--- src/rid_pkg.sv ---
package rid_pkg;

	typedef struct packed {
		logic [63:0] dividend;
		logic [63:0] divisor;
	} in_word_t;

	typedef struct packed {
		logic [63:0] quotient;
		logic        is_null;
		logic [1:0]  status;
	} out_word_t;

	localparam logic [1:0] MODE_TRUNC_ERR  = 2'd0;
	localparam logic [1:0] MODE_TRUNC_ZERO = 2'd1;
	localparam logic [1:0] MODE_ROUND      = 2'd2;

	localparam logic [1:0] ST_OK       = 2'd0;
	localparam logic [1:0] ST_DIV_ZERO = 2'd1;
	localparam logic [1:0] ST_OVERFLOW = 2'd2;

	localparam logic CFG_DIV_MODE = 1'b0;
	localparam logic CFG_SIGNED   = 1'b1;

	typedef struct packed {
		logic       neg;
		logic       round;
		logic       special;
		logic [1:0] status;
		logic       is_null;
		logic       wrap;
	} ctl_t;

endpackage

--- src/rid_stage.sv ---
module rid_stage #(
	parameter int W = 64,
	parameter int BITS = 8
) (
	input  logic          clk,
	input  logic          arst_n,
	input  logic          adv,
	input  logic          vin,
	input  logic [W-1:0]  rem_in,
	input  logic [W-1:0]  num_in,
	input  logic [W-1:0]  den_in,
	input  rid_pkg::ctl_t ctl_in,
	output logic          vout,
	output logic [W-1:0]  rem_out,
	output logic [W-1:0]  num_out,
	output logic [W-1:0]  den_out,
	output rid_pkg::ctl_t ctl_out
);
	logic [W:0] r;
	logic [W-1:0] n;
	logic [W:0] diff;

	always_comb begin
		r = {1'b0, rem_in};
		n = num_in;
		for (int i = 0; i < BITS; i++) begin
			r = {r[W-1:0], n[W-1]};
			n = {n[W-2:0], 1'b0};
			diff = r - {1'b0, den_in};
			if (!diff[W]) begin
				r = diff;
				n[0] = 1'b1;
			end
		end
	end

	always_ff @(posedge clk or negedge arst_n) begin
		if (!arst_n) begin
			vout <= 1'b0;
		end else if (adv) begin
			vout <= vin;
		end
	end

	always_ff @(posedge clk) begin
		if (adv) begin
			rem_out <= r[W-1:0];
			num_out <= n;
			den_out <= den_in;
			ctl_out <= ctl_in;
		end
	end
endmodule

--- config.mk ---
export PLATFORM = sky130hd
export DESIGN_NAME = rid_stage
export DESIGN_NICKNAME = d
export VERILOG_FILES = /design/src/rid_pkg.sv /design/src/rid_stage.sv
export SDC_FILE = /design/constraint.sdc
export NUM_CORES = 2
export LEC_CHECK = 0
export BUFFER_PORTS_ARGS = -buffer_cell sky130_fd_sc_hd__buf_2
export CELL_PAD_IN_SITES_DETAIL_PLACEMENT = 1
export CELL_PAD_IN_SITES_GLOBAL_PLACEMENT = 1
export CORE_ASPECT_RATIO = 0.75
export CORE_MARGIN = 4
export CORE_UTILIZATION = 30
export DETAILED_ROUTE_END_ITERATION = 8
export HOLD_SLACK_MARGIN = 0.06
export PLACE_DENSITY = 0.68
export SLEW_MARGIN = 20
export SYNTH_ARGS = -nofsm -noshare
export SYNTH_HDL_FRONTEND = slang
export SYNTH_SLANG_ARGS = --single-unit
export TNS_END_PERCENT = 20
--- constraint.sdc ---
create_clock -name clk -period 2.07 [get_ports clk]
set_input_delay 0.1035 -clock clk [delete_from_list [all_inputs] [get_ports clk]]
set_output_delay 0.1035 -clock clk [all_outputs]
set_load 0.005 [all_outputs]
==> flow_metrics.tcl <==
set metrics [dict create \
    worst_pin_slew_ns 0.8495 \
    antenna_found_initial 15 \
    violations "negative setup slack" \
    crit_buf_inv 48 \
    drtIter0Drc 5409 \
    async_flop_share_pct 0.5000 \
    place_congestion 0.9639 \
    critical_path.startpoint_type "input port" \
    layout.nets 8522 \
    syn2layout_area_growth_pct 70.47 \
    fmax_ghz 0.03276 \
    ys_warn_count 0 \
    dpl.hpwl_mm 169.5 \
    yosys-top-cells-count "a21oi_1, ha_1, nand2_1, o21ai_0, nor2_1" \
    fin_worst_skew_ns 0 \
    crit_required_ns 2.36 \
    drt-total-wl_mm 236.6 \
    start_util_pct 30.43 \
    critPathKind "in2reg" \
    portBuffers 402 \
    fp.dieH_um 319.3 \
    yosysMostFrequentCell "a21oi_1" \
    synth_top_area_share_pct 16.53 \
    rows 113 \
    path_clk_slew_ns 0.10 \
    viasPerCell 5.643 \
    slew_violations 0 \
    clock-sinks 200 \
    grt.overflow.total 0 \
    setup_slack_ns -28.46 \
    via_count 53860 \
    cp_common_cell "buf_4" \
    cts_tree "done" \
    multiInputGateArea_um2 33220 \
    coreArea_um2 127400 \
    setup_viol 72 \
    register_area_um2 6001 \
    status "complete, but fails checks" \
    hold_class "in2reg" \
    cts_root_buf "clkbuf_16" \
    ios 403 \
    slowest_stage "or4_4" \
    post-route-period-util_pct 1475 \
    drive_above_1_share_pct 44.67 \
    netlist_area_um2 38760 \
    grt_max_degree 37 \
    syn_nets 5628 \
    synth.avg_cell_area_um2 7.902 \
    worstPathArrival_ns 30.82 \
    yosysUniqueCellTypes 98 \
    h-tree-depth 4 \
    cts_buffer_depth 2 \
    fillers 15430 \
    hold_violations 0 \
    ant_nets 0 \
    critPathMaxStageDelay_ns 0.65 \
    grt.total_usage_pct 30.68 \
    drt_first_pass_iters 6 \
    crit_family "compound AO/OA/AOI/OAI gates" \
    rsz0062_at_grt "yes" \
    maxSlewHeadroom_pct 43.25 \
    detail_route.wl_per_cell_um 24.78 \
    worstPathMaxFanout 22 \
    grt_pass1_vias 55050 \
    cts_buffers 17 \
    cap_violations 0 \
    die_area_um2 135100 \
    grt_pass1_wl_mm 327.3 \
    synth_edf_count 199 \
    holdWs_ns 0.2512 \
    end_kind "flip-flop" \
    yosysTopAreaCell "ha_1" \
    netlist_instances 4905 \
    clock_latency_ns 0.54 \
    fp.dieW_um 423.1 \
    synth-seq-cells 200 \
    synth.area.top_cells "ha_1, edfxtp_1, a21oi_1" \
    period_minus_slack_ns 30.53 \
    drc 0 \
    synth_flop_cell "edfxtp_1" \
    synth_seq_area_share_pct 15.48 \
]
-- kinds of logic after synthesis --
kind of cell	count (synthesis)	synth area share, %
AOI/OAI and AO/OA	1708	27.77
adders and majority gates	520	16.94
and+or+nand+nor	1387	16.91
DFF	200	15.48
buffers and inverters	350	3.703
muxes	280	8.767
xor gates and xnor gates	460	10.43
-- path summary, 6_finish.rpt --
check,endpoint,start,slack [ns],depth (start not counted)
min,num_out[15]$_DFFE_PP_,num_in[7],0.25,2
max reg2reg,vout$_DFFE_PN0P_,vout$_DFFE_PN0P_,1.28,1
min reg2reg,vout$_DFFE_PN0P_,vout$_DFFE_PN0P_,0.57,1
min in group asynchronous,vout$_DFFE_PN0P_,arst_n,0.38,3
max,rem_out[9]$_DFFE_PP_,den_in[18],-28.46,156
max in group asynchronous,vout$_DFFE_PN0P_,arst_n,1.57,3
-- cells in the final DEF, fill, tap and decap left out, types with 63 or more instances in the layout --
cell / count
mux2_4: 113
nor2_1: 360
edfxtp_1: 199
buf_12: 64
nand2b_1: 87
nand2_1: 447
buf_4: 2371
nor2b_1: 63
o21bai_1: 75
nand4_1: 65
o21a_1: 71
a21o_1: 284
inv_1: 202
xor2_1: 148
mux2_2: 146
a21oi_1: 498
dlygate4sd3_1: 132
buf_2: 400
ha_1: 464
nand3_1: 84
xnor2_1: 309
o21ai_0: 310
-- layout make-up --
cell class	count	share of cell area, %
tap	1725	3.267
multi-input combinational	4357	50.27
timing repair buffer	3010	35.12
timing repair inverter	1	0.009468
sequential	200	9.082
clock inverter	15	0.2803
antenna	8	0.03030
inverter	212	1.290
clock buffer	17	0.6438
-- flip-flops by register name, summed over array words and instances, names as in the netlist --
| name | cells |
|---|---|
| vout | 1 |
| rem_out | 64 |
| num_out | 64 |
| den_out | 64 |
| ctl_out | 7 |
-- metal layers --
| layer | share of wire [%] | up-vias | global-route usage (%) | wire length [um] |
|---|---|---|---|---|
| met1 | 42 | 26380 | 41.15 | 99230 |
| met3 | 10 | 806 | 7.490 | 23770 |
| met5 | 0.12 | - | 0 | 294 |
| met2 | 43 | 2710 | 48.33 | 102000 |
| met4 | 4.8 | 12 | 9.870 | 11280 |
| li1 | - | 23960 | - | - |
-- per-stage QoR --
stage	util, %	setup slack [ns]	cell area, um2	setup TNS [ns]	std cells
finish	51.87	-28.46	66070	-1923.17	9545
global route	51.86	-29.06	66060	-1964.34	9539
CTS	50.78	-26.42	64690	-1783.41	9467
detailed placement	47.57	-28.83	60600	-1952.76	9156
global placement	47.57	-27.66	60600	-1873.80	9156
floorplan	-	-25.94	39670	-1760.11	4905
-- what timing repair did --
| item | in CTS | in global routing |
|---|---|---|
| pin swaps | 107 | 92 |
| endpoints found under the setup margin | 72 | 72 |
| setup buffers | 133 | 67 |
| hold buffers | 132 | 0 |
| endpoints found under the hold margin | 142 | 0 |
| resized for setup | 191 | 171 |
| cloned | 14 | 5 |
Power is not shown: default switching activity piles up to over one toggle a cycle in this logic, so the estimate is an artifact.
