===== config.mk =====
export PLATFORM = sky130hd
export DESIGN_NAME = rid_prep
export DESIGN_NICKNAME = d
export VERILOG_FILES = /design/src/rid_pkg.sv /design/src/rid_prep.sv
export SDC_FILE = /design/constraint.sdc
export NUM_CORES = 1
export LEC_CHECK = 0
export BUFFER_PORTS_ARGS = -buffer_cell sky130_fd_sc_hd__buf_2
export CAP_MARGIN = 5
export CORE_MARGIN = 1
export CORE_UTILIZATION = 51
export DETAILED_ROUTE_END_ITERATION = 6
export PLACE_DENSITY = 0.82
export SLEW_MARGIN = 10
export SYNTH_ARGS = -nofsm -noshare
export SYNTH_HDL_FRONTEND = slang
export SYNTH_SLANG_ARGS = --single-unit

===== constraint.sdc =====
create_clock -name clk -period 0.8 [get_ports clk]
set_input_delay 0.08 -clock clk [delete_from_list [all_inputs] [get_ports clk]]
set_output_delay 0.08 -clock clk [all_outputs]
set_load 0.01 [all_outputs]

===== src/rid_pkg.sv =====
package rid_pkg;

	typedef struct packed {
		logic [63:0] dividend;
		logic [63:0] divisor;
	} in_word_t;

	typedef struct packed {
		logic [63:0] quotient;
		logic        is_null;
		logic [1:0]  status;
	} out_word_t;

	localparam logic [1:0] MODE_TRUNC_ERR  = 2'd0;
	localparam logic [1:0] MODE_TRUNC_ZERO = 2'd1;
	localparam logic [1:0] MODE_ROUND      = 2'd2;

	localparam logic [1:0] ST_OK       = 2'd0;
	localparam logic [1:0] ST_DIV_ZERO = 2'd1;
	localparam logic [1:0] ST_OVERFLOW = 2'd2;

	localparam logic CFG_DIV_MODE = 1'b0;
	localparam logic CFG_SIGNED   = 1'b1;

	typedef struct packed {
		logic       neg;
		logic       round;
		logic       special;
		logic [1:0] status;
		logic       is_null;
		logic       wrap;
	} ctl_t;

endpackage


===== src/rid_prep.sv =====
module rid_prep #(
	parameter int W = 64
) (
	input  logic                 clk,
	input  logic                 arst_n,
	input  logic                 adv,
	input  logic                 vin,
	input  rid_pkg::in_word_t    din,
	input  logic [1:0]           div_mode,
	input  logic                 signed_operands,
	output logic                 v_s1,
	output logic [W-1:0]         ma_s1,
	output logic [W-1:0]         mb_s1,
	output rid_pkg::ctl_t        ctl_s1
);
	logic [W-1:0] a, b, ma, mb;
	logic na, nb, bz, ovf;
	logic [1:0] mode;
	rid_pkg::ctl_t ctl;

	always_comb begin
		a = din.dividend[W-1:0];
		b = din.divisor[W-1:0];
		mode = (div_mode == 2'd3) ? rid_pkg::MODE_TRUNC_ERR : div_mode;
		na = signed_operands & a[W-1];
		nb = signed_operands & b[W-1];
		ma = na ? -a : a;
		mb = nb ? -b : b;
		bz = (b == '0);
		ovf = signed_operands && (a == {1'b1, {(W-1){1'b0}}}) && (b == '1);
		ctl = '0;
		ctl.neg = na ^ nb;
		ctl.round = (mode == rid_pkg::MODE_ROUND);
		ctl.special = bz | ovf;
		if (bz) begin
			case (mode)
				rid_pkg::MODE_TRUNC_ERR: ctl.status = rid_pkg::ST_DIV_ZERO;
				rid_pkg::MODE_ROUND: begin
					ctl.status = rid_pkg::ST_DIV_ZERO;
					ctl.is_null = 1'b1;
				end
				default: ctl.status = rid_pkg::ST_OK;
			endcase
		end else if (ovf && mode != rid_pkg::MODE_TRUNC_ZERO) begin
			ctl.status = rid_pkg::ST_OVERFLOW;
			ctl.wrap = 1'b1;
		end
		if (bz || ovf) begin
			ma = '0;
			mb = {{(W-1){1'b0}}, 1'b1};
		end
	end

	always_ff @(posedge clk or negedge arst_n) begin
		if (!arst_n) begin
			v_s1 <= 1'b0;
		end else if (adv) begin
			v_s1 <= vin;
		end
	end

	always_ff @(posedge clk) begin
		if (adv) begin
			ma_s1 <= ma;
			mb_s1 <= mb;
			ctl_s1 <= ctl;
		end
	end
endmodule


==> impl_metrics.yaml <==
run_status:
  status: "finished with violations"
  violations: "negative setup slack"
route:
  num_vias: 9728
  drt_first_iter_violations: 1703
  dr.pass1.iters: 6
  drt-total-wl_um: 42600
  drc: 0
  viasPerCell: 6.71
  postRouteAntennaNets: 0
  wl_per_cell_um: 29.4
setup_path:
  worst-path-buf-inv: 4
  cp-end-kind: "flip-flop"
  crit_chain: "buf_6 > buf_6 > or4_4 > nor4_4 > nand3_2 > buf_6 > buf_6 > o41ai_4 > xnor2_1"
  worstPathArrival_ns: 2.42
  critPathKind: "in2reg"
  rr_worst_depth: 2
  crit_path_top_delay_cell: "or4_4"
  crit_path_frequent_cell: "buf_6"
  rrSetupSlack_ns: -0.09
  required_ns: 0.98
  crit_path_max_fanout: 5
  r2r-start: "v_s1"
  rr_endpoint: "v_s1"
  crit_family: "simple AND/OR/NAND/NOR gates"
  max_stage_delay_ns: 0.57
  start_kind: "input pin"
synthesis:
  synthFlopType: "edfxtp_1"
  synth-seq-area-share: 0.538
  netlist_area_sq_um: 7530
  synth_edf_count: 134
  synth_area_per_cell_sq_um: 10.8
  syn_inst: 696
  synthArstFlopShare: 0.00741
  syn_nets: 834
  synth-seq-cells: 135
  yosys_warnings: 0
  yosys-top-cells-area: "edfxtp_1, xnor2_1, nor2_1"
  synth.distinct_cells: 49
  synth_top_area_frac: 0.534
  synth_top_area_cell: "edfxtp_1"
floorplanning:
  dieHeight_um: 124
  start_util: 0.520
  dieArea_sq_um: 15300
  fp.dieW_um: 124
  io_pins: 271
  core_sq_um: 14500
  rows: 44
pwr:
  seqPwrFrac: 0.403
  p_int_mw: 15.6
  comb_power_share: 0.240
  p_sw_mw: 6.80
  p_total_mw: 22.4
  p_leak_nw: 5.73
  powerDensity_nw_per_um2: 1660
  clkPwrFrac: 0.356
  vdd_ir_drop_max_mv: 1.95
  swShare: 0.304
clocking:
  root_buffer: "clkbuf_16"
  path_clk_slew_ns: 0.07
  cts_buffers: 17
  cts_tree: "built"
  clock_latency_ns: 0.45
  clock-sinks: 135
  htreeDepth: 4
  clk_path_buf_depth: 2
cells_and_area:
  syn_to_final_growth_pct: 79.5
  nets: 1386
  final_common_cell: "buf_2"
  multi_input_area_sq_um: 4450
  final_cells: 1449
  regArea_sq_um: 4050
  drive_gt1_frac: 0.589
  fill_cells: 436
  layout_common_cells: "buf_2, buf_4, edfxtp_1"
  utilization: 0.934
grt:
  antenna_found_initial: 5
  grt_pass1_vias: 8514
  grt.overflow.total: 0
  busiest_layer: "met2"
  grt_pass1_wl_um: 46500
  grtUsageMet1: 0.454
  grt_max_degree: 34
  grt_use_met3: 0.140
  track_usage: 0.420
  grt_use_met2: 0.713
placed_design:
  hpwlAfterDp_um: 19200
  gp_congestion: 0.913
  place_inst: 1357
  io_buffers: 270
timing:
  tightest_slew_ns: 0.678
  slew_viol_final: 0
  setup_viol: 268
  hold_viol_final: 0
  skew_ns: 0
  max_slew_margin: 0.545
  layout_setup_ws_ns: -1.44
  fin_crit_sh: 2.81
  rsz0062_at_grt: "true"
  fmax_mhz: 446
  finalCriticalPeriod_ns: 2.24
worst_hold_path:
  hold_end: "mb_s1[61]"
  holdPathStages: 2
  worstHoldStart: "din[61]"
  hp-class: "in2reg"
job:
  drv_cap: 0
==> cell families after synthesis <==
| kind of cell | count (synthesis) | share of synthesized area |
|---|---|---|
| and+or+nand+nor | 284 | 0.197 |
| xor gates and xnor gates | 121 | 0.141 |
| DFF | 135 | 0.538 |
| adders and majority gates | 3 | 0.00498 |
| AOI/OAI and AO/OA | 109 | 0.0900 |
| muxes | 1 | 0.00150 |
| buffers and inverters | 43 | 0.0277 |
==> power by group through the flow <==
stage / clock network, mW / registers [mW] / logic, mW
after floorplan: 0 / 9.40 / 1.18
after global placement: 0 / 9.01 / 3.94
after detailed placement: 0 / 9.02 / 4.09
after CTS: 7.64 / 8.89 / 4.41
after global routing: 8.14 / 9.06 / 5.58
final: 7.98 / 9.03 / 5.38
==> repair_timing <==
item                       4_1_cts  5_1_grt
hold endpoints to repair         4        0
resized for setup              145      120
cloned                           0        4
setup endpoints to repair      265      268
pin swaps                       59       65
buffers inserted                24       36
hold buffers                     6        0
==> sequential cells by signal, summed over array words and instances (netlist names) <==
| name | flops |
|---|---|
| ma_s1 | 64 |
| mb_s1 | 64 |
| ctl_s1 | 6 |
| v_s1 | 1 |
==> area by class of cell <==
class,count,area share
Timing Repair Buffer,560,0.306
Inverter,16,0.00592
Tap cell,184,0.0170
Antenna cell,4,0.000740
Multi-Input combinational cell,518,0.329
Clock inverter,14,0.00999
Clock buffer,18,0.0317
Sequential cell,135,0.299
==> cell usage after synthesis, drive strengths merged, types with 6 or more instances <==
cell type and number:
xnor2 88, a21oi 38, and2 7, nor3 21, edfxtp 134, nor2 122
xor2 33, nor4 26, clkbuf 17, nand4 19, or4 12, o41ai 7
o21ai 16, nand2 34, a31oi 19, o31ai 18, or3 11, inv 16
or2 7, nand3 6, buf 10
==> metrics by stage <==
| step | instance area [sq um] | hold slack (ns) | setup TNS (ns) | setup slack [ns] |
|---|---|---|---|---|
| finish | 13500 | 0.00844 | -181.45 | -1.44 |
| global route | 13500 | 0.000174 | -184.42 | -1.40 |
| CTS | 12600 | 0.00320 | -144.07 | -1.08 |
| detailed placement | 11200 | -0.143 | -191.20 | -1.82 |
| floorplan | 7910 | -0.216 | -136.97 | -1.38 |
| global placement | 11200 | -0.145 | -191.02 | -1.84 |
==> metal layers <==
layer / part of all wire / vias up
li1: - / 3681
met1: 0.29 / 4452
met2: 0.44 / 1179
met3: 0.17 / 408
met4: 0.10 / 8
met5: 0.0032 / -
==> how the worst max path moves through the flow <==
stage,start,to,slack (ns),cells after the start
global placement,din[122],ma_s1[63],-1.84,8
finish,din[16],mb_s1[43],-1.44,9
CTS,din[41],ma_s1[44],-1.08,8
floorplan,din[1],ma_s1[54],-1.38,11
detailed placement,din[122],ma_s1[44],-1.82,8
global route,din[16],mb_s1[43],-1.40,9
(Power assumes the default switching activity.)
