### src/rid_pkg.sv
package rid_pkg;

	typedef struct packed {
		logic [63:0] dividend;
		logic [63:0] divisor;
	} in_word_t;

	typedef struct packed {
		logic [63:0] quotient;
		logic        is_null;
		logic [1:0]  status;
	} out_word_t;

	localparam logic [1:0] MODE_TRUNC_ERR  = 2'd0;
	localparam logic [1:0] MODE_TRUNC_ZERO = 2'd1;
	localparam logic [1:0] MODE_ROUND      = 2'd2;

	localparam logic [1:0] ST_OK       = 2'd0;
	localparam logic [1:0] ST_DIV_ZERO = 2'd1;
	localparam logic [1:0] ST_OVERFLOW = 2'd2;

	localparam logic CFG_DIV_MODE = 1'b0;
	localparam logic CFG_SIGNED   = 1'b1;

	typedef struct packed {
		logic       neg;
		logic       round;
		logic       special;
		logic [1:0] status;
		logic       is_null;
		logic       wrap;
	} ctl_t;

endpackage

### src/rid_fix.sv
module rid_fix #(
	parameter int W = 64
) (
	input  logic               clk,
	input  logic               arst_n,
	input  logic               adv,
	input  logic               vin,
	input  logic [W-1:0]       rem_in,
	input  logic [W-1:0]       quo_in,
	input  logic [W-1:0]       den_in,
	input  rid_pkg::ctl_t      ctl_in,
	output logic               vout,
	output rid_pkg::out_word_t dout
);
	logic [W-1:0] half, q;
	rid_pkg::out_word_t w;

	always_comb begin
		half = den_in - (den_in >> 1);
		q = quo_in;
		if (ctl_in.round && rem_in >= half) begin
			q = q + 1'b1;
		end
		if (ctl_in.neg) begin
			q = -q;
		end
		w = '0;
		w.is_null = ctl_in.is_null;
		w.status = ctl_in.status;
		if (ctl_in.wrap) begin
			w.quotient[W-1] = 1'b1;
		end else if (!ctl_in.special) begin
			w.quotient[W-1:0] = q;
		end
	end

	always_ff @(posedge clk or negedge arst_n) begin
		if (!arst_n) begin
			vout <= 1'b0;
		end else if (adv) begin
			vout <= vin;
		end
	end

	always_ff @(posedge clk) begin
		if (adv) begin
			dout <= w;
		end
	end
endmodule

### config.mk
export PLATFORM = sky130hd
export DESIGN_NAME = rid_fix
export DESIGN_NICKNAME = d
export VERILOG_FILES = /design/src/rid_pkg.sv /design/src/rid_fix.sv
export SDC_FILE = /design/constraint.sdc
export NUM_CORES = 1
export LEC_CHECK = 0
export ABC_AREA = 0
export BUFFER_PORTS_ARGS = -buffer_cell sky130_fd_sc_hd__buf_2
export CORE_ASPECT_RATIO = 1.5
export CORE_MARGIN = 2
export CORE_UTILIZATION = 55
export CTS_CLUSTER_DIAMETER = 80
export DETAILED_ROUTE_END_ITERATION = 7
export PLACE_DENSITY = 0.79
export SLEW_MARGIN = 20
export SYNTH_ARGS = -nofsm -noshare
export SYNTH_HDL_FRONTEND = slang
export SYNTH_SLANG_ARGS = --single-unit
export TNS_END_PERCENT = 100
### constraint.sdc
create_clock -name clk -period 1.2 [get_ports clk]
set_clock_uncertainty 0.05 [all_clocks]
set_input_delay 0.12 -clock clk [delete_from_list [all_inputs] [get_ports clk]]
set_output_delay 0.12 -clock clk [all_outputs]
set_load 0.03 [all_outputs]
==> metrics.txt, run 1 <==
worst endpoint type sequential cell input; Die Wd 124 microns; pin count of the biggest net entering global routing 61; clock sinks 68; Mean Syn Cell Area 7.63 sq um; hpwl dp 39600 microns; GRT Total Usage 104%; htree depth 3; GR Overflow Total 2735; #FFs+latches synth 68; Vert. Die Dim 185 microns; Bufs on Longest Clock Path 2; Async S/R FF share, synth 1.47%; library cells used by synthesis 84; status did not finish; Mapped Area 0.0120 sq mm; sequential share of the synthesized area 17.0%; FP Rows 66; syn nets 1901; CTS root buffer clkbuf_16; Err [ERROR GRT-0232] Routing congestion too high. Check the congestion heatmap in the GUI.; Syn Inst Count 1568; total I/O pin count 271; Port-buffer cells 270; Stopped at 5_1_grt; Inserted Clock Buffers 9; Initial Util 55.5%; Post-synth EDFFs 67; Crit. endpoint post-GRT repair dout[46]$_SDFFCE_PP0P_/D; Main synth FF type edfxtp_1; Yosys warnings 0; Placer Congestion 1.00
layer usage:
layer / GRT overflow / track usage [%]
met1: 22 / 89.5
met2: 2301 / 150
met3: 14 / 69.7
met4: 396 / 116
met5: 2 / 24.8
cells by family after synthesis:
kind of cell | Yosys count | share of synthesized area, %
fa+ha+maj | 130 | 13.7
simple gates | 573 | 24.1
xor+xnor | 179 | 13.1
buf+inv | 166 | 5.47
flops | 68 | 17.0
compound gates | 430 | 24.7
mux | 22 | 1.91
cells in the mapped netlist (5+ instances only):
master	instances	area (sq um)
a2111oi_0	6	52.6
a211o_1	8	70.1
a211oi_1	27	203
a21o_1	47	353
a21oi_1	122	611
a221oi_1	6	52.6
a22oi_1	6	45.0
a31o_2	6	52.6
a31oi_1	16	100
a41oi_1	8	70.1
and2_1	18	113
and3_1	31	194
and4_1	11	96.3
clkbuf_1	57	214
edfxtp_1	67	2010
ha_1	129	1610
inv_1	97	364
mux2_2	7	78.8
mux2i_1	15	150
nand2_1	123	462
nand2b_1	15	93.8
nand3_1	59	295
nand4_1	48	300
nor2_1	147	552
nor2b_1	7	43.8
nor3_1	41	205
nor4_1	15	93.8
nor4b_1	5	43.8
o2111ai_1	7	61.3
o211ai_1	15	113
o21a_1	14	105
o21ai_0	63	315
o21bai_1	12	90.1
o31ai_1	11	82.6
o41ai_1	6	52.6
or2_2	11	68.8
or3_1	16	100
or4_1	7	52.6
xnor2_1	111	972
xor2_1	68	596
what timing repair did:
item / CTS
hold endpoints to repair: 5
hold buffers: 5
cloned: 1
resized for setup: 251
setup buffers: 60
pin swaps: 128
setup endpoints to repair: 64
metrics by stage:
| stage | setup WS (ns) | instances | cell area (sq um) | hold slack [ns] | TNS [ns] |
|---|---|---|---|---|---|
| after floorplan | -5.22 | 1568 | 12500 | -0.226 | -307.60 |
| after global placement | -6.16 | 2577 | 17900 | -0.155 | -371.09 |
| after CTS | -5.28 | 2653 | 19900 | 0.0512 | -317.61 |
| after detailed placement | -6.33 | 2577 | 17900 | -0.148 | -375.78 |
==> run 2, diff against run 1 <==
- CORE_ASPECT_RATIO: 1.5 -> default
- CORE_UTILIZATION: 55 -> 40
- CTS_CLUSTER_DIAMETER: 80 -> default
- PLACE_DENSITY: 0.79 -> default
- PLACE_DENSITY_LB_ADDON: default -> 0.15
==> run 2 against run 1 <==
The flow now finishes, with violations (negative setup slack). Synthesized cell count did not move. Area after synthesis is the same.
==> metrics.txt, run 2 <==
final worst path period share 559%; Async S/R FF share, synth 1.47% (unchanged); Bufs on Longest Clock Path 2 (unchanged); Fill cells 2309; CTS root buffer clkbuf_16 (unchanged); vias in the first global route 15.0k; Critical Path AT 6.74 ns; die area 0.0313 sq mm; Inserted Clock Buffers 9 (unchanged); final hold slack 0.0492 ns; most frequent cells in the layout 583 x buf_4, 263 x buf_2, 140 x nor2_1; area leader, netlist edfxtp_1 (unchanged); Power, Total 14600 uW; initial antenna violation count 9; Psw 5560 uW; Die Wd 177 microns (was 124 microns); drt pass-1 iters 6; Max Clock Freq 149 MHz; Port-buffer cells 270 (unchanged); clock sinks 68 (unchanged); CP max FO 8; Initial Util 40.5% (was 55.5%); Worst setup EP type flip-flop; Largest Register dout; layout cells sized above 1 49.8%; CP max-delay cell or4_1; residual DRC count 0; internal power 9010 uW; sequential share of the synthesized area 17.0% (unchanged); hpwl dp 37900 microns (was 39600 microns); #FFs+latches synth 68 (unchanged); most common cell after layout, fill and taps aside buf_4; post-synth top area share 16.8% (unchanged); top flop regs dout: 67 flops, vout: 1 flops; crit path launch type input pin; total wire length 49800 microns; GRT Total Usage 29.2%; Final ANT Viol Nets 0; Vert. Die Dim 177 microns (was 185 microns); Final Worst Setup Slack -5.50 ns; WL/cell 17.6 microns; total I/O pin count 271 (unchanged); sw frac 38.2%; top-count cell post-synth nor2_1 (unchanged); CTS tree done; Worst Setup Path Type input pin to flip-flop; pin count of the biggest net entering global routing 32; CP Data Required Time 1.24 ns; Hold Crit Class input pin to flip-flop; syn nets 1901 (unchanged); top cells by area, synth edfxtp_1 17%, ha_1 13%, xnor2_1 8.1%, a21oi_1 5.1%, xor2_1 5.0% (unchanged); Max Cap Viol 0; Via-to-Cell Ratio 5.50; max-slew violations 0; Post-synth EDFFs 67 (unchanged); most frequent cell on the critical path buf_4; cell leakage power 0.00982 uW; vias after detailed routing 15.6k; Worst Tran Pin Value 0.548 ns; Main synth FF type edfxtp_1 (unchanged); failing checks negative setup slack; Comb power frac 62.1%; layout net count 2767; CP max stage delay 0.46 ns; drt initial violations 1058; GR Overflow Total 0; status finished, violations left (was did not finish); Yosys warnings 0 (unchanged); Syn Inst Count 1568 (unchanged); library cells used by synthesis 84 (unchanged); Slew headroom 63.2%; list of most frequent post-synthesis cells 147 x nor2_1, 129 x ha_1, 123 x nand2_1, 122 x a21oi_1, 111 x xnor2_1 (unchanged); setup violators final 64; core area 0.0296 sq mm; Worst-Skew Late Latency 0.33 ns; Mapped Area 0.0120 sq mm (unchanged); RSZ-0062 raised after global routing true; pwr/cell area 684 mW/mm^2; Placer Congestion 0.948 (was 1.00); Clock Power Share 18.1%; Mean Syn Cell Area 7.63 sq um (unchanged); Largest register FFs 67; clock-pin slew on the worst setup and hold paths 0.06 ns; Final min period 6.70 ns; htree depth 3 (unchanged); first-pass GRT wire length 73700 microns; FP Rows 63 (was 66); final hold violation count 0; Setup WS pre-CTS -6.10 ns (was -6.33 ns); P&R area growth vs syn 78.0%; share of power burned in registers 19.8%; VDD IR max 0.745 mV
==> run 2: cell counts after synthesis <==
No cell type changed its count.
==> run 2: cell type report <==
cell class,instances,area [sq um],area share [%]
Multi-Input combinational cell,1334,11300,53.1
Timing Repair Buffer,924,6770,31.8
Sequential cell,68,2040,9.56
Tap cell,390,488,2.29
Inverter,97,389,1.83
Clock buffer,14,264,1.24
Clock inverter,2,35.0,0.164
Antenna cell,7,17.5,0.0822
==> run 2: repair_timing <==
action / 4_1_cts / 5_1_grt
hold buffers: 5 / 0
endpoints found under the hold margin: 5 / 0
setup endpoints to repair: 64 / 64
setup buffers: 67 / 35
cloned: 4 / 0
resized for setup: 242 / 116
pin swaps: 138 / 131
==> run 2: power by group through the flow <==
stage | registers [uW] | logic, uW | clock network [uW]
after floorplan | 3330 | 3860 | 0
after global placement | 2920 | 7530 | 0
after detailed placement | 2930 | 7660 | 0
after CTS | 2890 | 8630 | 2640
after global routing | 2900 | 9820 | 2750
final | 2880 | 9050 | 2640
==> run 2: cells by family (layout without fill, tap and decap cells) <==
| logic type | after synthesis | after routing | share of synthesized area (%) |
|---|---|---|---|
| AO/OA/AOI/OAI | 430 | 430 | 24.7 |
| XOR/XNOR | 179 | 179 | 13.1 |
| adder cells (fa/ha/maj) | 130 | 130 | 13.7 |
| buffers and inverters | 166 | 1037 | 5.47 |
| flip-flops | 68 | 68 | 17.0 |
| multiplexers | 22 | 22 | 1.91 |
| other | 0 | 7 | 0 |
| AND/OR/NAND/NOR | 573 | 573 | 24.1 |
==> run 2: stage by stage <==
stage	instances	util [%]	setup TNS (ns)	cell area (sq um)
6_report	2836	72.1	-332.04	21300
5_1_grt	2835	72.1	-348.95	21300
4_1_cts	2798	69.1	-316.00	20400
3_5_place_dp	2708	61.7	-365.98	18200
3_3_place_gp	2708	61.7	-356.02	18200
2_1_floorplan	1568	-	-307.60	12500
==> run 2: final timing paths <==
check	end	startpoint	depth (start not counted)	slack [ns]
max	dout[57]$_SDFFCE_PP0P_	den_in[0]	42	-5.50
min	dout[66]$_SDFFCE_PP1P_	ctl_in[0]	3	0.05
max reg2reg	vout$_DFFE_PN0P_	vout$_DFFE_PN0P_	1	0.41
min reg2reg	vout$_DFFE_PN0P_	vout$_DFFE_PN0P_	1	0.45
max in group asynchronous	vout$_DFFE_PN0P_	arst_n	2	0.96
min in group asynchronous	vout$_DFFE_PN0P_	arst_n	2	0.06
==> run 2: layer usage <==
layer  GRT usage (%)  up-vias  routed length (microns)
met1            35.2     7275                    19900
met4            13.8        4                     2500
met5               0        -                       31
met2            51.6      587                    24600
li1                -     7554                        -
met3            3.05      183                     2730
==> run 2: worst max-delay path, delay by kind of cell <==
family | cells | cell delay (ns)
buf+inv | 19 | 2.28
xor+xnor | 2 | 0.33
compound gates | 8 | 1.49
fa+ha+maj | 4 | 0.81
mux | 2 | 0.37
simple gates | 7 | 1.31
Power figures use the tool's default switching activity.
==> run 3, diff against run 2 <==
- CTS_BUF_LIST: default -> sky130_fd_sc_hd__clkbuf_4
- clock period: 1.2 -> 6.1 ns (I/O delays scaled with it)
==> run 3 against run 2 <==
The run still ends with negative setup slack left. Largest cell class unchanged. Final cell count fell by 6.6%. Sequential share of layout area increased by 1.3 points. Hold slack improved by 0.27 ns. Global-route usage shrank 2.4 points. Flip-flop and latch count did not move. Clock power fell by 89%. Sequential power down 80%. Via count down 7.8%.
==> metrics.txt, run 3 (synthesis results as in run 2) <==
residual DRC count 0 (unchanged); Largest register FFs 67 (unchanged); WL/cell 16.6 microns (was 17.6 microns); Max Cap Viol 0 (unchanged); clock sinks 68 (unchanged); Via-to-Cell Ratio 5.43 (was 5.50); Port-buffer cells 270 (unchanged); Placer Congestion 0.939 (was 0.948); Final ANT Viol Nets 0 (unchanged); R2R Setup Slk 5.30 ns (was 0.41 ns); worst hold stages 1 (was 3); CP Data Required Time 6.32 ns (was 1.24 ns); clock-pin slew on the worst setup and hold paths 0.12 ns (was 0.06 ns); delay-heaviest family, CP simple AND/OR/NAND/NOR gates (was buffers and inverters); status finished, violations left (unchanged); final worst path period share 114%; RSZ-0062 raised after global routing true (unchanged); Slew headroom 30.3% (was 63.2%); Die Wd 177 microns (unchanged); CTS tree done (unchanged); setup violators final 59 (was 64); Max Clock Freq 144 MHz; hpwl dp 35600 microns (was 37900 microns); pwr/cell area 129 mW/mm^2 (was 684 mW/mm^2); Hold Crit Class input pin to flip-flop (unchanged); cell leakage power 0.00852 uW (was 0.00982 uW); Final Worst Setup Slack -0.840 ns (was -5.50 ns); FP Rows 63 (unchanged); vias in the first global route 13.8k (was 15.0k); die area 0.0313 sq mm (unchanged); first-pass GRT wire length 68000 microns (was 73700 microns); vias after detailed routing 14.4k (was 15.6k); GRT Total Usage 26.8% (was 29.2%); Bufs on Longest Clock Path 2 (unchanged); Worst Tran Pin Value 1.05 ns (was 0.548 ns); drt initial violations 930 (was 1058); CP max stage delay 0.58 ns (was 0.46 ns); Inserted Clock Buffers 9 (unchanged); top flop regs dout: 67 flops, vout: 1 flops (unchanged); layout cells sized above 1 43.4% (was 49.8%); layout net count 2573 (was 2767); total I/O pin count 271 (unchanged); initial antenna violation count 14 (was 9); Worst-Skew Late Latency 0.41 ns (was 0.33 ns); most common cell after layout, fill and taps aside buf_4 (unchanged); VDD IR max 0.0903 mV (was 0.745 mV); pin count of the biggest net entering global routing 69 (was 32); Largest Register dout (unchanged); crit path launch type input pin (unchanged); drt pass-1 iters 8 (was 6); Vert. Die Dim 177 microns (unchanged); htree depth 3 (unchanged); Worst Setup Path Type input pin to flip-flop (unchanged); Worst path depth 31 (was 42); CTS root buffer clkbuf_4 (was clkbuf_16); Worst setup EP type flip-flop (unchanged); failing checks negative setup slack (unchanged); Util after Layout 63.7% (was 72.1%); Critical Path AT 7.16 ns (was 6.74 ns); final hold slack 0.317 ns (was 0.0492 ns); design area 0.0188 sq mm (was 0.0213 sq mm); max-slew violations 0 (unchanged); CP max FO 13 (was 8); most frequent cells in the layout 416 x buf_4, 266 x buf_2, 144 x nor2_1 (was 583 x buf_4, 263 x buf_2, 140 x nor2_1); final hold violation count 0 (unchanged); buffer and inverter count on the worst path 5 (was 19); Fill cells 2638 (was 2309); Cell Area, Placed 0.0169 sq mm (was 0.0182 sq mm); reg2reg path depth 1 (unchanged); GR Overflow Total 0 (unchanged); Initial Util 40.5% (unchanged); total wire length 44000 microns (was 49800 microns); Final min period 6.94 ns; CP max-delay cell or4_4 (was or4_1); P&R area growth vs syn 57.3% (was 78.0%); core area 0.0296 sq mm (unchanged)
[run 3: final timing paths]
check                                       from                endpoint
max in group asynchronous                 arst_n        vout$_DFFE_PN0P_
worst min register to register  vout$_DFFE_PN0P_        vout$_DFFE_PN0P_
worst max register to register  vout$_DFFE_PN0P_        vout$_DFFE_PN0P_
worst max-delay path                   den_in[2]  dout[65]$_SDFFCE_PP0P_
min in group asynchronous                 arst_n        vout$_DFFE_PN0P_
worst min-delay path                   ctl_in[1]       dout[2]$_DFFE_PP_
[run 3: repair_timing]
action                     in CTS  in global routing
hold endpoints to repair        1                  0
resized for setup             121                131
pin swaps                      63                103
setup buffers                  39                 39
hold buffers                    1                  0
setup endpoints to repair      62                 63
[run 3: area by class of cell]
class                   count  area, sq um  share of cell area, %
diodes                     15         37.5                  0.199
clock buffers              10         75.1                  0.399
clock inverters             6         55.1                  0.292
inverters                  97          384                   2.04
multi-input cells        1334        10700                   56.8
flip-flops and latches     68         2040                   10.8
well taps                 390          488                   2.59
repair buffers            730         5050                   26.8
[run 3: through the flow]
stage | setup WS, ns | TNS, ns | power, uW | std cells
global route | -1.17 | -60.40 | 2600 | 2646
detailed placement | -1.61 | -81.47 | 2000 | 2543
finish | -0.840 | -39.65 | 2420 | 2650
floorplan | -0.809 | -27.61 | 1400 | 1568
CTS | -0.809 | -35.10 | 2340 | 2599
global placement | -1.51 | -73.64 | 1970 | 2543
[run 3: routing by layer]
metal / global-route usage [%] / wire length [microns] / share of wire (%)
met3: 2.13 / 2300 / 5.2
met2: 46.4 / 21600 / 49
met4: 10.7 / 1260 / 2.9
met5: 0 / 0 / 0
met1: 34.3 / 18800 / 43
[run 3: power by group]
| part | leakage, uW | switching [uW] | internal (uW) |
|---|---|---|---|
| clock | 0.0000713 | 154 | 126 |
| combinational | 0.00780 | 831 | 747 |
| sequential | 0.000654 | 8.88 | 555 |
==> run 4, diff against run 3 <==
- clock period: 6.1 -> 7.1 ns (I/O delays scaled with it)
==> run 4 against run 3 <==
Utilization down 5.1 points. The run now ends clean. Combinational power down 22%. Largest power group unchanged. Clock power down 34%. Critical path type unchanged. Highest routed layer is now met5.
==> metrics.txt, run 4 (synthesis results as in run 2) <==
Die Wd 177 microns (unchanged); Max Clock Freq 143 MHz; GRT Total Usage 24.9% (was 26.8%); first-pass GRT wire length 63200 microns (was 68000 microns); drt initial violations 900 (was 930); status complete, no violations (was finished, violations left); CTS root buffer clkbuf_4 (unchanged); Final ANT Viol Nets 0 (unchanged); final worst path period share 98.7%; Via-to-Cell Ratio 5.38 (was 5.43); clock-pin slew on the worst setup and hold paths 0.10 ns (was 0.12 ns); Hold Crit Class input pin to async pin (was input pin to flip-flop); VDD IR max 0.0601 mV (was 0.0903 mV); Max Cap Viol 0 (unchanged); hpwl dp 34300 microns (was 35600 microns); vias in the first global route 12.7k (was 13.8k); reg2reg path depth 1 (unchanged); most frequent cell on the critical path nand4_1; Worst path depth 34 (was 31); CP max-delay cell or3_4 (was or4_4); Setup WS pre-CTS -1.03 ns (was -1.61 ns); RSZ-0062 raised after global routing true (unchanged); drt pass-1 iters 5 (was 8); layout cells sized above 1 37.7% (was 43.4%); Placer Congestion 0.938 (was 0.939); pin count of the biggest net entering global routing 69 (unchanged); max-slew violations 0 (unchanged); total I/O pin count 271 (unchanged); vias after detailed routing 13.6k (was 14.4k); residual DRC count 0 (unchanged); Bufs on Longest Clock Path 2 (unchanged); Largest Register dout (unchanged); P&R area growth vs syn 44.8% (was 57.3%); setup violators final 0 (was 59); delay-heaviest family, CP simple AND/OR/NAND/NOR gates (unchanged); Util after Layout 58.6% (was 63.7%); total wire length 40500 microns (was 44000 microns); CP max stage delay 0.38 ns (was 0.58 ns); Initial Util 40.5% (unchanged); Worst Setup Path Type input pin to flip-flop (unchanged); WL/cell 16.0 microns (was 16.6 microns); Cells after DPL 2481 (was 2543); GR Overflow Total 0 (unchanged); most frequent cells in the layout 340 x buf_4, 264 x buf_2, 144 x nor2_1 (was 416 x buf_4, 266 x buf_2, 144 x nor2_1); initial antenna violation count 12 (was 14); buffer and inverter count on the worst path 5 (unchanged); final hold violation count 0 (unchanged); Worst Tran Pin Value 1.10 ns (was 1.05 ns); clock sinks 68 (unchanged); Critical Path AT 7.11 ns (was 7.16 ns); Worst-Skew Late Latency 0.38 ns (was 0.41 ns); CP Data Required Time 7.20 ns (was 6.32 ns); CTS tree done (unchanged); CP max FO 3 (was 13); htree depth 3 (unchanged); Largest register FFs 67 (unchanged); Post-Layout Cell Count 2532 (was 2650); Final min period 7.01 ns; crit path launch type input pin (unchanged); Final Worst Setup Slack 0.0907 ns (was -0.840 ns); Slew headroom 26.5% (was 30.3%); Fill cells 2823 (was 2638); FP Rows 63 (unchanged); core area 0.0296 sq mm (unchanged); Worst setup EP type flip-flop (unchanged); die area 0.0313 sq mm (unchanged); top flop regs dout: 67 flops, vout: 1 flops (unchanged); Port-buffer cells 270 (unchanged); most common cell after layout, fill and taps aside buf_4 (unchanged); cell leakage power 0.00779 uW (was 0.00852 uW); Vert. Die Dim 177 microns (unchanged); Inserted Clock Buffers 9 (unchanged); layout net count 2463 (was 2573); pwr/cell area 110 mW/mm^2 (was 129 mW/mm^2)
run 4: changes by cell type in the layout (fill, tap and decap cells not counted), sizes merged:
cell | previous run | this run
buf | 729 | 620
diode | 15 | 9
bufinv | 1 | 0
clkinvlp | 1 | 0
dlygate4sd3 | 1 | 0
run 4: repair_timing:
item                       CTS  global route
gates resized for setup     48           133
pin swaps                   41            51
hold buffers                 0             0
setup endpoints to repair   55            54
buffers inserted            12            16
run 4: worst paths after layout:
path | to | start | slack [ns]
worst min-delay path | vout$_DFFE_PN0P_ | arst_n | 0.03
worst max register to register | vout$_DFFE_PN0P_ | vout$_DFFE_PN0P_ | 6.30
worst min register to register | vout$_DFFE_PN0P_ | vout$_DFFE_PN0P_ | 0.48
max in group asynchronous | vout$_DFFE_PN0P_ | arst_n | 6.89
worst max-delay path | dout[63]$_SDFFCE_PP0P_ | den_in[18] | 0.09
min in group clk | dout[0]$_DFFE_PP_ | ctl_in[2] | 0.44
run 4: metal layers:
layer / vias to the layer above / track usage, % / routed length [microns]
li1: 6946 / - / -
met1: 6235 / 33.7 / 18400
met2: 367 / 42.4 / 19200
met3: 60 / 1.52 / 1950
met4: 6 / 7.33 / 959
met5: - / 0 / 43
run 4: stage by stage:
stage                     setup TNS [ns]  area [sq um]  power (uW)  hold WS [ns]
after floorplan                  -0.0162         12200        1190         0.364
after global placement            -35.60         16100        1620         0.435
after detailed placement          -42.56         16100        1630         0.438
after CTS                              0         16600        1860        0.0131
after global routing               -1.94         17300        2060       0.00282
final                                  0         17300        1910        0.0302
run 4: layout make-up:
type                    instances  area, sq um  area share (%)
repair buffers                620         4090            23.6
well taps                     390          488            2.82
clock buffers                  10         75.1           0.433
clock inverters                 4         18.8           0.108
flip-flops and latches         68         2040            11.8
diodes                          9         22.5           0.130
inverters                      97          372            2.14
multi-input cells            1334        10200            59.0
run 4: power by group:
group | internal [uW] | total [uW] | leakage [uW] | switching (uW)
Sequential | 477 | 485 | 0.000654 | 7.65
Combinational | 566 | 1240 | 0.00708 | 674
Clock | 69.3 | 184 | 0.0000594 | 115
